`src/hw/rtl/rdsm_pkg.sv`:
```
// Shared types and constants for the dot-star regular expression matcher.
`timescale 1ns / 1ps

package rdsm_pkg;

  localparam int MAX_TOKENS = 16;
  localparam int CHAR_W = 8;
  localparam int CFG_W = 64;
  localparam int CFG_IDX_W = 2;
  localparam int COUNT_W = $clog2(MAX_TOKENS + 1);
  localparam logic [CHAR_W-1:0] ANY_CHAR = 8'd46;

  typedef enum logic [CFG_IDX_W-1:0] {
    REG_CHARS_LOW  = 2'd0,
    REG_CHARS_HIGH = 2'd1,
    REG_STAR_MASK  = 2'd2,
    REG_TOKEN_CNT  = 2'd3
  } cfg_reg_t;

  typedef struct packed {
    logic start;
    logic carry;
    logic adv;
  } link_t;

  typedef struct packed {
    logic matched;
    logic final_verdict;
  } result_t;

endpackage

```
`src/hw/rtl/rdsm_cell.sv`:
```
// One pattern position of the matcher chain: its active bit, token compare and closure links.
`timescale 1ns / 1ps

module rdsm_cell (
  input  logic                      clk,
  input  logic                      step,
  input  logic                      fresh,
  input  logic                      en,
  input  logic                      star,
  input  logic [rdsm_pkg::CHAR_W-1:0] tok_char,
  input  logic [rdsm_pkg::CHAR_W-1:0] text_char,
  input  rdsm_pkg::link_t           link_in,
  output rdsm_pkg::link_t           link_out,
  output logic                      eff,
  output logic                      nxt
);
  import rdsm_pkg::*;

  logic active;
  logic hit;

  assign eff = fresh ? link_in.start : active;
  assign hit = eff & en & ((tok_char == ANY_CHAR) | (tok_char == text_char));
  assign nxt = (hit & star) | link_in.adv | link_in.carry;

  assign link_out.start = link_in.start & star & en;
  assign link_out.carry = nxt & star & en;
  assign link_out.adv   = hit & ~star;

  always_ff @(posedge clk) begin
    if (step) begin
      active <= nxt;
    end
  end

endmodule

```
`src/hw/rtl/rdsm_out_buf.sv`:
```
// Two-entry output buffer that keeps the input side open while a result waits.
`timescale 1ns / 1ps

module rdsm_out_buf (
  input  logic              clk,
  input  logic              rst,
  input  logic              push,
  input  rdsm_pkg::result_t push_data,
  output logic              can_push,
  output logic              out_valid,
  input  logic              out_ready,
  output rdsm_pkg::result_t out_data
);
  import rdsm_pkg::*;

  result_t skid_data;
  logic    skid_valid;
  logic    pop;

  assign pop = out_valid & out_ready;
  assign can_push = ~skid_valid;

  always_ff @(posedge clk) begin
    if (rst) begin
      out_valid  <= 1'b0;
      skid_valid <= 1'b0;
    end else if (skid_valid) begin
      if (pop) begin
        out_data   <= skid_data;
        skid_valid <= 1'b0;
      end
    end else if (push) begin
      if (!out_valid || pop) begin
        out_data  <= push_data;
        out_valid <= 1'b1;
      end else begin
        skid_data  <= push_data;
        skid_valid <= 1'b1;
      end
    end else if (pop) begin
      out_valid <= 1'b0;
    end
  end

endmodule

```
`src/hw/rtl/regex_dot_star_matcher.sv`:
```
// Top level of the streaming whole-string matcher for literal, dot and star patterns.
`timescale 1ns / 1ps

// The matcher takes one text character per cycle and returns one result per character,
// so a new transfer is taken every cycle while the output side keeps up. Each pattern
// position is a cell in a chain; the star closure ripples through the chain within the
// same cycle, and each result is registered. An end marker returns the final verdict and
// rearms the matcher, as does any register write, so the next string may follow at once.
// The user must write registers only while the block is idle; nothing enforces it.
module regex_dot_star_matcher (
  input  logic                          clk,
  input  logic                          rst,
  input  logic                          in_valid,
  output logic                          in_ready,
  input  logic [rdsm_pkg::CHAR_W-1:0]    text_char,
  input  logic                          end_of_text,
  output logic                          out_valid,
  input  logic                          out_ready,
  output logic                          matched,
  output logic                          final_verdict,
  input  logic                          cfg_we,
  input  logic [rdsm_pkg::CFG_IDX_W-1:0] cfg_index,
  input  logic [rdsm_pkg::CFG_W-1:0]     cfg_data
);
  import rdsm_pkg::*;

  logic [CFG_W-1:0]       token_chars_low;
  logic [CFG_W-1:0]       token_chars_high;
  logic [MAX_TOKENS-1:0]  star_mask;
  logic [4:0]             token_count;
  logic                   fresh;
  logic                   active_last;

  logic [COUNT_W-1:0]     n_used;
  logic [2*CFG_W-1:0]     all_chars;
  logic [MAX_TOKENS:0]    eff;
  logic [MAX_TOKENS:0]    nxt;
  link_t                  link [MAX_TOKENS+1];
  logic                   accept;
  logic                   step;
  result_t                res;
  result_t                out_res;

  assign n_used = (token_count > 5'(MAX_TOKENS)) ? COUNT_W'(MAX_TOKENS)
                                                  : COUNT_W'(token_count);
  assign all_chars = {token_chars_high, token_chars_low};
  assign link[0] = '{start: 1'b1, carry: 1'b0, adv: 1'b0};

  assign accept = in_valid & in_ready;
  assign step = accept & ~end_of_text;

  for (genvar i = 0; i < MAX_TOKENS; i++) begin : g_cell
    rdsm_cell u_cell (
      .clk       (clk),
      .step      (step),
      .fresh     (fresh),
      .en        (COUNT_W'(i) < n_used),
      .star      (star_mask[i]),
      .tok_char  (all_chars[CHAR_W*i +: CHAR_W]),
      .text_char (text_char),
      .link_in   (link[i]),
      .link_out  (link[i+1]),
      .eff       (eff[i]),
      .nxt       (nxt[i])
    );
  end

  assign eff[MAX_TOKENS] = fresh ? link[MAX_TOKENS].start : active_last;
  assign nxt[MAX_TOKENS] = link[MAX_TOKENS].adv | link[MAX_TOKENS].carry;

  assign res.matched = end_of_text ? eff[n_used] : nxt[n_used];
  assign res.final_verdict = end_of_text;

  always_ff @(posedge clk) begin
    if (step) begin
      active_last <= nxt[MAX_TOKENS];
    end
  end

  always_ff @(posedge clk) begin
    if (rst) begin
      token_chars_low  <= '0;
      token_chars_high <= '0;
      star_mask        <= '0;
      token_count      <= '0;
      fresh            <= 1'b1;
    end else begin
      if (cfg_we) begin
        unique case (cfg_index)
          REG_CHARS_LOW:  token_chars_low  <= cfg_data;
          REG_CHARS_HIGH: token_chars_high <= cfg_data;
          REG_STAR_MASK:  star_mask        <= cfg_data[MAX_TOKENS-1:0];
          REG_TOKEN_CNT:  token_count      <= cfg_data[4:0];
        endcase
        fresh <= 1'b1;
      end else if (accept) begin
        fresh <= end_of_text;
      end
    end
  end

  rdsm_out_buf u_out_buf (
    .clk       (clk),
    .rst       (rst),
    .push      (accept),
    .push_data (res),
    .can_push  (in_ready),
    .out_valid (out_valid),
    .out_ready (out_ready),
    .out_data  (out_res)
  );

  assign matched = out_res.matched;
  assign final_verdict = out_res.final_verdict;

endmodule
```
`config.mk`:
```
export PLATFORM = sky130hd
export DESIGN_NAME = regex_dot_star_matcher
export DESIGN_NICKNAME = d
export VERILOG_FILES = /design/src/hw/rtl/rdsm_pkg.sv /design/src/hw/rtl/rdsm_cell.sv /design/src/hw/rtl/rdsm_out_buf.sv /design/src/hw/rtl/regex_dot_star_matcher.sv
export SDC_FILE = /design/constraint.sdc
export NUM_CORES = 1
export LEC_CHECK = 0
export ABC_CLOCK_PERIOD_IN_PS = 3400
export BUFFER_PORTS_ARGS = -buffer_cell sky130_fd_sc_hd__buf_2
export CORE_MARGIN = 5
export CORE_UTILIZATION = 29
export CTS_BUF_LIST = sky130_fd_sc_hd__clkbuf_4 sky130_fd_sc_hd__clkbuf_8 sky130_fd_sc_hd__clkbuf_16
export DETAILED_ROUTE_END_ITERATION = 16
export HOLD_SLACK_MARGIN = 0.02
export PLACE_DENSITY_LB_ADDON = 0.12
export SLEW_MARGIN = 15
export SYNTH_ARGS = -nofsm -noshare
export SYNTH_HDL_FRONTEND = slang
export SYNTH_SLANG_ARGS = --single-unit
```
`constraint.sdc`:
```
create_clock -name clk -period 3.4 [get_ports clk]
set_input_delay 0.34 -clock clk [delete_from_list [all_inputs] [get_ports clk]]
set_output_delay 0.34 -clock clk [all_outputs]
set_load 0.1 [all_outputs]
```
# == After elaboration in Yosys (flattened, before gate mapping) ==
# Index checks and enable logic that the tools add are counted.
# totals
ff_bits,173
input_bits,80
output_inout_bits,4
word_cells,328
# classes
magnitude_cmp,18
eq_ne,37
n_mux,34
n_bitwise,197
reduce_logical,14
# ops
op,count
1-bit AND,130
"8-bit by 6-bit equality test with 1-bit output, second input constant",16
8-bit equality test,16
1-bit bitwise OR,47
"4-bit by 5-bit less-than comparator with 1-bit output, first input constant",8
1-bit 2-to-1 mux,27
"3-bit by 5-bit less-than comparator with 1-bit output, first input constant",4
1-bit NOT,20
1-bit binary-select mux with 5-bit select,2
"1-bit by 5-bit less-than comparator with 1-bit output, first input constant",2
"2-bit by 5-bit less-than comparator with 1-bit output, first input constant",2
2-bit 2-to-1 mux,4
2-bit AND reduction,4
4-bit AND reduction,2
"5-bit by 6-bit less-than comparator with 1-bit output, second input constant",1
2-bit nonzero test,3
"5-bit greater-than comparator, second input constant",1
5-bit 2-to-1 mux,1
"2-bit equality test, second input constant",2
3-bit AND reduction,1
"2-bit by 1-bit equality test with 1-bit output, second input constant",1
2-bit zero test,1
"2-bit by 1-bit != test with 1-bit output, second input constant",1
"2-bit != test, second input constant",1
3 further kinds,3

# == Logic depth before layout (Yosys ltp) ==
# Gate-level depths: netlist (run 1).
# logic_depth
ltp_word,61
depth_mapped,14

# == Modules after synthesis ==
# Synthesis (run 1) repeated with hierarchy kept, for this count alone.
# hier_totals
hier_cells,1144
area_unflattened_um2,9537.9
# modules_own_cells
mod,n_inst,cells_per_inst,area_each_um2,seq_area_each_um2
regex_dot_star_matcher,1,740,5725.5,3032.9
rdsm_cell,16,24,220.2,30.0
rdsm_out_buf,1,20,289.0,160.2

# == Worst setup path before layout (run 1) ==
# OpenSTA, ideal clock, no wires.
# synth_path
path_kind,register -> register
startpoint,register token_count[1]
endpoint,register u_out_buf.out_data[1] (netlist bit) (data pin)
t_arrival_ns,2.988
path_slack_ns,0.145
stages_incl_launch_ff,14
n_path_buf,2
path_cell_list,dfxtp_1 buf_2 or2_1 buf_2 o311a_1 a32oi_2 nor2_1 a221oi_1 a2111oi_0 a2111oi_0 o21ai_1 a2111o_1 a2111oi_2 o21ai_1
# synth_via
elab_chain_len,61
# synth_rtl
element,line,source
start: declaration,regex_dot_star_matcher.sv:30,logic [4:0] token_count;
start signal: assignment,regex_dot_star_matcher.sv:93,REG_TOKEN_CNT: token_count <= cfg_data[4:0];
5-bit greater-than comparator,regex_dot_star_matcher.sv:44,assign n_used = (token_count > 5'(MAX_TOKENS)) ? COUNT_W'(MAX_TOKENS)
5-bit 2-to-1 mux *,regex_dot_star_matcher.sv:44,
1-bit by 5-bit less-than comparator with 1-bit output,regex_dot_star_matcher.sv:57,".en (COUNT_W'(i) < n_used),"
1-bit AND,rdsm_cell.sv:26,assign link_out.start = link_in.start & star & en;
1-bit 2-to-1 mux,rdsm_cell.sv:22,assign eff = fresh ? link_in.start : active;
1-bit AND (2 in a row),rdsm_cell.sv:23,assign hit = eff & en & ((tok_char == ANY_CHAR) | (tok_char == text_char));
1-bit AND,rdsm_cell.sv:24,assign nxt = (hit & star) | link_in.adv | link_in.carry;
1-bit bitwise OR (2 in a row),rdsm_cell.sv:24,
[42 not listed],--,
1-bit AND (2 in a row),rdsm_cell.sv:27,assign link_out.carry = nxt & star & en;
1-bit bitwise OR,regex_dot_star_matcher.sv:69,assign nxt[MAX_TOKENS] = link[MAX_TOKENS].adv | link[MAX_TOKENS].carry;
1-bit binary-select mux with 5-bit select,regex_dot_star_matcher.sv:71,assign res.matched = end_of_text ? eff[n_used] : nxt[n_used];
1-bit 2-to-1 mux (implied by the code),regex_dot_star_matcher.sv:71,
1-bit 2-to-1 mux *,regex_dot_star_matcher.sv:71,
2-bit 2-to-1 mux *,rdsm_out_buf.sv:33,if (!out_valid || pop) begin
2-bit 2-to-1 mux *,rdsm_out_buf.sv:32,end else if (push) begin
2-bit 2-to-1 mux *,rdsm_out_buf.sv:27,end else if (skid_valid) begin
end signal: assignment,rdsm_out_buf.sv:29,out_data <= skid_data;
end signal: assignment,rdsm_out_buf.sv:34,out_data <= push_data;
end: declaration,rdsm_out_buf.sv:12,output rdsm_pkg::result_t out_data
# Mark *: on every way between the ends. The rest lies on a longest branch, timed or not. The select of a mux whose other input is x is not followed.
# A chain may end at the register's enable or synchronous reset.

# == Worst setup path after layout (run 1) ==
# layout_path
startpoint,register token_count[3]
endpoint,register u_out_buf.out_data[1] (netlist bit) (data pin)
# layout_via
elab_chain_len,61
# layout_rtl
element,line,source
5-bit greater-than comparator,regex_dot_star_matcher.sv:44,
5-bit 2-to-1 mux *,regex_dot_star_matcher.sv:44,
1-bit by 5-bit less-than comparator with 1-bit output,regex_dot_star_matcher.sv:57,
1-bit AND,rdsm_cell.sv:26,
1-bit 2-to-1 mux,rdsm_cell.sv:22,
1-bit AND (2 in a row),rdsm_cell.sv:23,
1-bit AND,rdsm_cell.sv:24,
1-bit bitwise OR (2 in a row),rdsm_cell.sv:24,
[18 not listed],--,
net g_cell[7].u_cell.nxt,rdsm_cell.sv:15,output logic nxt
[24 not listed],--,
1-bit AND (2 in a row),rdsm_cell.sv:27,
1-bit bitwise OR,regex_dot_star_matcher.sv:69,
1-bit binary-select mux with 5-bit select *,regex_dot_star_matcher.sv:71,
1-bit 2-to-1 mux (implied by the code) *,regex_dot_star_matcher.sv:71,
1-bit 2-to-1 mux *,regex_dot_star_matcher.sv:71,
2-bit 2-to-1 mux *,rdsm_out_buf.sv:33,
2-bit 2-to-1 mux *,rdsm_out_buf.sv:32,
2-bit 2-to-1 mux *,rdsm_out_buf.sv:27,
# Mark *: on every way through the listed nets, which the timed path passes. The rest lies on a longest branch. The select of a mux whose other input is x is not followed.

==> results of run 1 <==
## per-stage QoR
step	util (%)	hold slack, ps	setup WS, ps
after floorplan	-	439	145
after global placement	34.9	471	-338
after detailed placement	34.9	472	-360
after CTS	37.2	88.4	15.8
after global routing	37.7	103	-106
final	37.7	111	23.9
## per-layer routing
metal / global-route usage [%] / wire, µm / up-vias / share of wire [%]
li1: - / - / 4597 / -
met3: 3.07 / 1150 / 48 / 3.5
met4: 5.94 / 846 / 0 / 2.6
met2: 29.7 / 15400 / 177 / 47
met5: 0 / 0 / - / 0
met1: 23.9 / 15300 / 4495 / 47
## area by class of cell
class,instances,area share (%)
clock inverters,14,1.81
well taps,442,4.52
repair buffers,249,14.2
flip-flops and latches,173,30.1
inverters,13,0.399
multi-input cells,947,45.5
clock buffers,18,3.54
## critical path, stage by stage, from the launching register on
cell and delay [ps]:
sky130_fd_sc_hd__dfxtp_4 370, sky130_fd_sc_hd__buf_4 160, sky130_fd_sc_hd__o41ai_4 420, sky130_fd_sc_hd__nor3_4 90, sky130_fd_sc_hd__a31o_1 230, sky130_fd_sc_hd__and3_1 180
sky130_fd_sc_hd__a31oi_2 210, sky130_fd_sc_hd__o21ai_4 140, sky130_fd_sc_hd__buf_4 160, sky130_fd_sc_hd__o21a_1 190, sky130_fd_sc_hd__and2_1 130, sky130_fd_sc_hd__o311a_1 380
sky130_fd_sc_hd__a2111oi_4 350, sky130_fd_sc_hd__o21ai_1 100
## kinds of logic after synthesis
| group | Yosys count | synth area share, % |
|---|---|---|
| multiplexers | 7 | 0.750 |
| AO/OA/AOI/OAI | 289 | 19.0 |
| buffers and inverters | 96 | 4.50 |
| flip-flops | 173 | 38.6 |
| XOR/XNOR | 128 | 11.8 |
| AND/OR/NAND/NOR | 523 | 25.4 |
## worst max-delay path by stage
stage | startpoint | endpoint | depth (start not counted)
4_1_cts | token_count[4] | u_out_buf.out_data[1] | 14
3_3_place_gp | text_char[1] | u_out_buf.out_data[1] | 14
2_1_floorplan | token_count[1] | u_out_buf.out_data[1] | 13
3_5_place_dp | text_char[3] | u_out_buf.out_data[1] | 14
5_1_grt | token_count[3] | u_out_buf.out_data[1] | 14
6_report | token_count[3] | u_out_buf.out_data[1] | 13
## report_power, final
| group | internal [mW] | switching [mW] | leakage (nW) |
|---|---|---|---|
| Sequential | 2.13 | 0.0697 | 1.44 |
| Combinational | 0.253 | 0.351 | 2.91 |
| Clock | 1.27 | 0.941 | 0.318 |
## placed cells by master, fill, tap and decap left out, drive strengths merged, types with 3 or more instances in the layout
master / instances
a21oi: 175
nor2: 27
a32oi: 4
a211o: 3
nor2b: 6
and2: 4
nand3: 11
clkbuf: 18
a31oi: 6
o32ai: 3
nand2: 345
a22oi: 4
o21a: 4
o311a: 3
bufinv: 4
a31o: 4
o21ai: 20
buf: 249
nand4: 19
mux2i: 6
inv: 21
edfxtp: 21
o211ai: 9
nand4b: 17
nor4: 35
a21boi: 5
a221oi: 3
o22ai: 11
nor3: 13
dfxtp: 152
or4b: 6
a211oi: 6
and3: 5
xnor2: 48
a2111oi: 5
a21o: 3
nand2b: 16
xor2: 80
or2: 9
## state kept, by name, indices dropped and copies added, names as in the netlist
name                  flops
active_last               1
fresh                     1
g_cell.u_cell.active     16
star_mask                16
token_chars_high         64
token_chars_low          64
token_count               5
u_out_buf.out_data        2
u_out_buf.out_valid       1
u_out_buf.skid_data       2
u_out_buf.skid_valid      1
## repair_timing
action / CTS / global route
resized for setup: 20 / 20
pin swaps: 10 / 14
endpoints found under the setup margin: 2 / 3
setup buffers: 2 / 11
==> impl_metrics.tcl, run 1 <==
set metrics [dict create \
    fp.dieArea_mm2 0.0365 \
    placement.cell_area_mm2 0.0113 \
    reg2reg_slack_ps 20 \
    antenna_found_initial 2 \
    average_footprint_of_a_synthesized_cell_um2 7.82 \
    grt_remaining_overflow 0 \
    post_synth_instance_area_mm2 0.00951 \
    drtPass1Iterations 5 \
    first_iter_violations 548 \
    maxSlewViolCount 0 \
    multiInputGateArea_mm2 0.00557 \
    clk-insertion-delay-late_ps 440 \
    avgViaCountPerCell 5.02 \
    synth_top_area_cell "sky130_fd_sc_hd__dfxtp_1" \
    tritoncts.num_buffers 17 \
    area.sequential_mm2 0.00368 \
    finalSetupViolations 0 \
    setup.worst_path.class "reg2reg" \
    cts_buffer_depth 2 \
    dp_hpwl_um 24300 \
    cp_data_arrival_time_ps 3560 \
    die_w_um 191 \
    postSynth.topFlopCell "sky130_fd_sc_hd__dfxtp_1" \
    finalPower_mw 5.02 \
    buffer_cell_driving_the_clock_tree_root "sky130_fd_sc_hd__clkbuf_16" \
    antenna_violating_nets_post_route 0 \
    worstSetupEndpointType "flip-flop" \
    cts_tree "done" \
    min_period_ps 3380 \
    routabilityCongestion 0.894 \
    synth-async-reset-ratio_pct 0 \
    synth_nets 1296 \
    tightest_slew_ps 809 \
    synth.cells.most_frequent "sky130_fd_sc_hd__nand2_1 (345), sky130_fd_sc_hd__a21oi_1 (175), sky130_fd_sc_hd__dfxtp_1 (152)" \
    skew_ps 15.3 \
    number_of_instances_in_the_synthesized_netlist 1216 \
    fillerInstances 3412 \
    worst_ir_drop_vdd_mv 0.229 \
    clock_input_transition_at_the_sequential_cells_of_the_worst_setup_and_hold_paths_ps 80 \
    synthToLayoutAreaGrowth_pct 28.7 \
    rr_endpoint "u_out_buf.out_data[1]" \
    final_hold_viol_count 0 \
    htreeDepth 4 \
    grt_max_degree 114 \
    route.vias.total 9317 \
    remaining_drc_errors 0 \
    worstPathRequired_ps 3580 \
    grt_pass1_vias 9213 \
    total_routing_usage_gr_pct 18.0 \
    insertedDiodeCount 0 \
    synth_enable_flop_cells 21 \
    origin_of_the_worst_min_delay_path "out_ready" \
    synth.lib_cells_used.distinct 80 \
    synth_warnings 0 \
    crit_path_start_kind "flip-flop" \
    maxSlewHeadroom_pct 46.1 \
    leak_pwr_nw 4.67 \
    drt-wirelength-per-cell_um 17.7 \
    status "finished clean" \
    rows 66 \
    power.density_cell_area_mw_per_mm2 410 \
    hold_buffers 0 \
    floorplan.initialDensity_pct 29.3 \
    clock_sinks 173 \
    layout-drive-gt1-share_pct 23.6 \
    final_cell_count_no_fill 1856 \
    core_area_mm2 0.0325 \
    worstRegToRegCells 13 \
    layout_worst_path_cycle_share_pct 99.3 \
    maxCapViolations 0 \
    min_to "u_out_buf.skid_valid" \
    fin_nets 1481 \
    reg2reg_start "token_count[3]" \
    synth_top_cell_area_share_pct 32.0 \
    timing.setup.tns_ps 0 \
    synth_area_leaders "sky130_fd_sc_hd__dfxtp_1 (32%), sky130_fd_sc_hd__nand2_1 (14%), sky130_fd_sc_hd__a21oi_1 (9.2%)" \
    hold-path-cell-count 2 \
    place.port_buffers 83 \
    critical_path.max_fanout 7 \
    grt_setup_unrepaired "true" \
    die_h_um 191 \
    final_cell_area_mm2 0.0122 \
    max_freq_mhz 296 \
    synth_most_common_cell "sky130_fd_sc_hd__nand2_1" \
    dp_cells 1811 \
    synth_seq_area_share_pct 38.6 \
    yosys_register_bits 173 \
    floorplan.io_pins 84 \
    worstHoldPathType "in2reg" \
    grt_pass1_wl_um 51900 \
    detail_route.wirelength_um 32800 \
]
(Power assumes the default switching activity.)
==> run 2: changes to the inputs <==
--- a/config.mk
+++ b/config.mk
@@ -5,6 +5,7 @@
 export SDC_FILE = /design/constraint.sdc
 export NUM_CORES = 1
 export LEC_CHECK = 0
+export ABC_AREA = 1
 export ABC_CLOCK_PERIOD_IN_PS = 3400
 export BUFFER_PORTS_ARGS = -buffer_cell sky130_fd_sc_hd__buf_2
 export CORE_MARGIN = 5
==> run 2 against run 1 <==
Compared with the run above:
- the flow now finishes with violations (setup timing)
- worst hold slack got worse by 7.0 ps
- utilization decreased by 0.33 points
- cell area decreased by 3.4%
- sequential power increased by 2%
- final cell count increased by 1.1%
- power increased by 2.9%
- setup slack got worse by 89 ps
- first-iteration DRC count increased by 10%
- die area decreased by 2.1%
- critical path depth increased by 29
- sequential share of layout area increased by 1.0 points
- highest routed layer unchanged
==> impl_metrics.tcl, run 2 <==
set metrics [dict create \
    status "finished with violations" \
    min_period_ps 3460 \
    htreeDepth 4 \
    fillerInstances 3435 \
    first_iter_violations 604 \
    remaining_drc_errors 0 \
    worst_hold_slack_ps 104 \
    crit_path_frequent_cell "sky130_fd_sc_hd__nand2_4" \
    grt_pass1_wl_um 52000 \
    insertedDiodeCount 0 \
    postLayoutCoreUtil_pct 37.4 \
    total_routing_usage_gr_pct 18.8 \
    synth_nets 1369 \
    layout-drive-gt1-share_pct 24.9 \
    rows 65 \
    layout_worst_path_cycle_share_pct 102 \
    clock_sinks 173 \
    synth_enable_flop_cells 21 \
    synth.cells.most_frequent "sky130_fd_sc_hd__nor2_1 (222), sky130_fd_sc_hd__o21ai_0 (175), sky130_fd_sc_hd__nand2_1 (170)" \
    synthToLayoutAreaGrowth_pct 27.2 \
    leak_pwr_nw 5.02 \
    average_footprint_of_a_synthesized_cell_um2 7.21 \
    synth_seq_area_share_pct 39.5 \
    routabilityCongestion 0.872 \
    place.port_buffers 83 \
    finalSetupViolations 1 \
    avgViaCountPerCell 4.83 \
    synth.lib_cells_used.distinct 51 \
    post-route-worst-setup-slack_ps -64.6 \
    maxCapViolations 0 \
    clock_input_transition_at_the_sequential_cells_of_the_worst_setup_and_hold_paths_ps 70 \
    worstHoldPathType "in2reg" \
    synth_most_common_cell "sky130_fd_sc_hd__nor2_1" \
    post_synth_instance_area_mm2 0.00930 \
    synth_top_area_cell "sky130_fd_sc_hd__dfxtp_1" \
    drt-wirelength-per-cell_um 18.0 \
    fp.dieArea_mm2 0.0357 \
    antenna_found_initial 0 \
    grt_pass1_vias 8888 \
    slowest_stage "sky130_fd_sc_hd__dfxtp_4" \
    die_w_um 189 \
    worstSetupEndpointType "flip-flop" \
    core_area_mm2 0.0316 \
    yosys_register_bits 173 \
    final_hold_viol_count 0 \
    grt_max_degree 92 \
    maxSlewHeadroom_pct 57.1 \
    floorplan.initialDensity_pct 29.4 \
    floorplan.io_pins 84 \
    final_cell_count_no_fill 1877 \
    maxSlewViolCount 0 \
    worst_ir_drop_vdd_mv 0.371 \
    number_of_instances_in_the_synthesized_netlist 1289 \
    mostFrequentLayoutCells "sky130_fd_sc_hd__nor2_1 (219), sky130_fd_sc_hd__o21ai_0 (172), sky130_fd_sc_hd__nand2_1 (164)" \
    buffer_cell_driving_the_clock_tree_root "sky130_fd_sc_hd__clkbuf_16" \
    tightest_slew_ps 643 \
    detail_route.wirelength_um 33700 \
    dp_cells 1827 \
    synth-async-reset-ratio_pct 0 \
    synth_warnings 0 \
    synth_top_cell_area_share_pct 32.7 \
    worstPathRequired_ps 3600 \
    synth_area_leaders "sky130_fd_sc_hd__dfxtp_1 (33%), sky130_fd_sc_hd__o21ai_0 (9.4%), sky130_fd_sc_hd__nor2_1 (9.0%)" \
    finalPower_mw 5.17 \
    violations "setup timing" \
    clk-insertion-delay-late_ps 450 \
    reg2reg_start "token_count[4]" \
    layout.cells.most_common "sky130_fd_sc_hd__nor2_1" \
    skew_ps 17.7 \
    grt_remaining_overflow 0 \
    grt_setup_unrepaired "true" \
    antenna_violating_nets_post_route 0 \
    hold_buffers 0 \
    die_h_um 189 \
    tritoncts.num_buffers 17 \
    power.density_cell_area_mw_per_mm2 437 \
    postSynth.topFlopCell "sky130_fd_sc_hd__dfxtp_1" \
    route.vias.total 9065 \
    top_regs "token_chars_high: 64 flops, token_chars_low: 64 flops" \
    pre_cts_slack_ps -249 \
    startpoint "token_count[4]" \
    fin_nets 1542 \
    critical_path.max_fanout 4 \
    cts_tree "done" \
    cts_buffer_depth 2 \
    timing.critical_path.slowest_cell_delay_ps 380 \
    max_freq_mhz 289 \
    dp_hpwl_um 25100 \
    cp_data_arrival_time_ps 3660 \
    origin_of_the_worst_min_delay_path "end_of_text" \
    crit_path_start_kind "flip-flop" \
    drtPass1Iterations 5 \
    setup.worst_path.class "reg2reg" \
]
[run 2: changes by cell type after synthesis, moves of 25 or more]
cell                      delta
sky130_fd_sc_hd__xor2_1     -67
sky130_fd_sc_hd__inv_2      +25
sky130_fd_sc_hd__o21ai_0   +160
sky130_fd_sc_hd__nor2_1    +195
sky130_fd_sc_hd__a21oi_1    -97
sky130_fd_sc_hd__nand2_1   -175
sky130_fd_sc_hd__nand3_1    +27
sky130_fd_sc_hd__inv_1      +77
[run 2: final timing paths]
path	end	slack, ps	cells past startpoint
worst max-delay path	u_out_buf.out_data[1]	-60	42
worst min-delay path	u_out_buf.skid_data[0]	100	1
worst max register to register	u_out_buf.out_data[1]	-60	42
worst min register to register	token_chars_low[23]	490	2
[run 2: kinds of logic (layout without fill, tap and decap cells)]
logic type / Yosys count / in the layout / synth area share (%)
compound gates: 296 / 296 / 17.0
xor+xnor: 83 / 83 / 7.82
buf+inv: 184 / 370 / 7.76
flops: 173 / 173 / 39.5
simple gates: 553 / 553 / 27.9
[run 2: metal layers]
metal | vias up | share of wire, % | track usage [%]
met5 | - | 0 | 0
li1 | 4585 | - | -
met4 | 0 | 1.7 | 4.96
met2 | 156 | 45 | 29.9
met3 | 35 | 4.1 | 3.50
met1 | 4289 | 49 | 26.3
[run 2: metrics by stage]
stage	instance area (µm²)	setup TNS, ps
final	11800	-64.6
after global routing	11800	-573
after CTS	11700	-77.2
after detailed placement	10900	-466
after global placement	10900	-465
after floorplan	9300	0
[run 2: area by class of cell]
class | instances | area, µm² | area share [%]
clock buffer | 19 | 458 | 3.87
clock inverter | 13 | 179 | 1.51
inverter | 117 | 443 | 3.74
multi-input combinational | 932 | 5030 | 42.5
sequential | 173 | 3680 | 31.1
tap | 402 | 503 | 4.25
timing repair buffer | 221 | 1530 | 13.0
[run 2: report_power, final]
| group | switching (mW) | internal, mW |
|---|---|---|
| sequential | 0.0873 | 2.17 |
| combinational | 0.447 | 0.303 |
| clock | 0.938 | 1.23 |
| total | 1.47 | 3.70 |
[run 2: timing repair]
action,CTS,global route
setup endpoints to repair,2,4
resized for setup,13,23
pin swaps,3,2
buffers inserted,13,5
[run 2: worst max-delay path: cells and delay by family, from the launching register on]
kind	cells	cell delay (ps)
AND/OR/NAND/NOR	33	1930
buffers and inverters	8	840
flip-flops	1	380
AO/OA/AOI/OAI	1	70
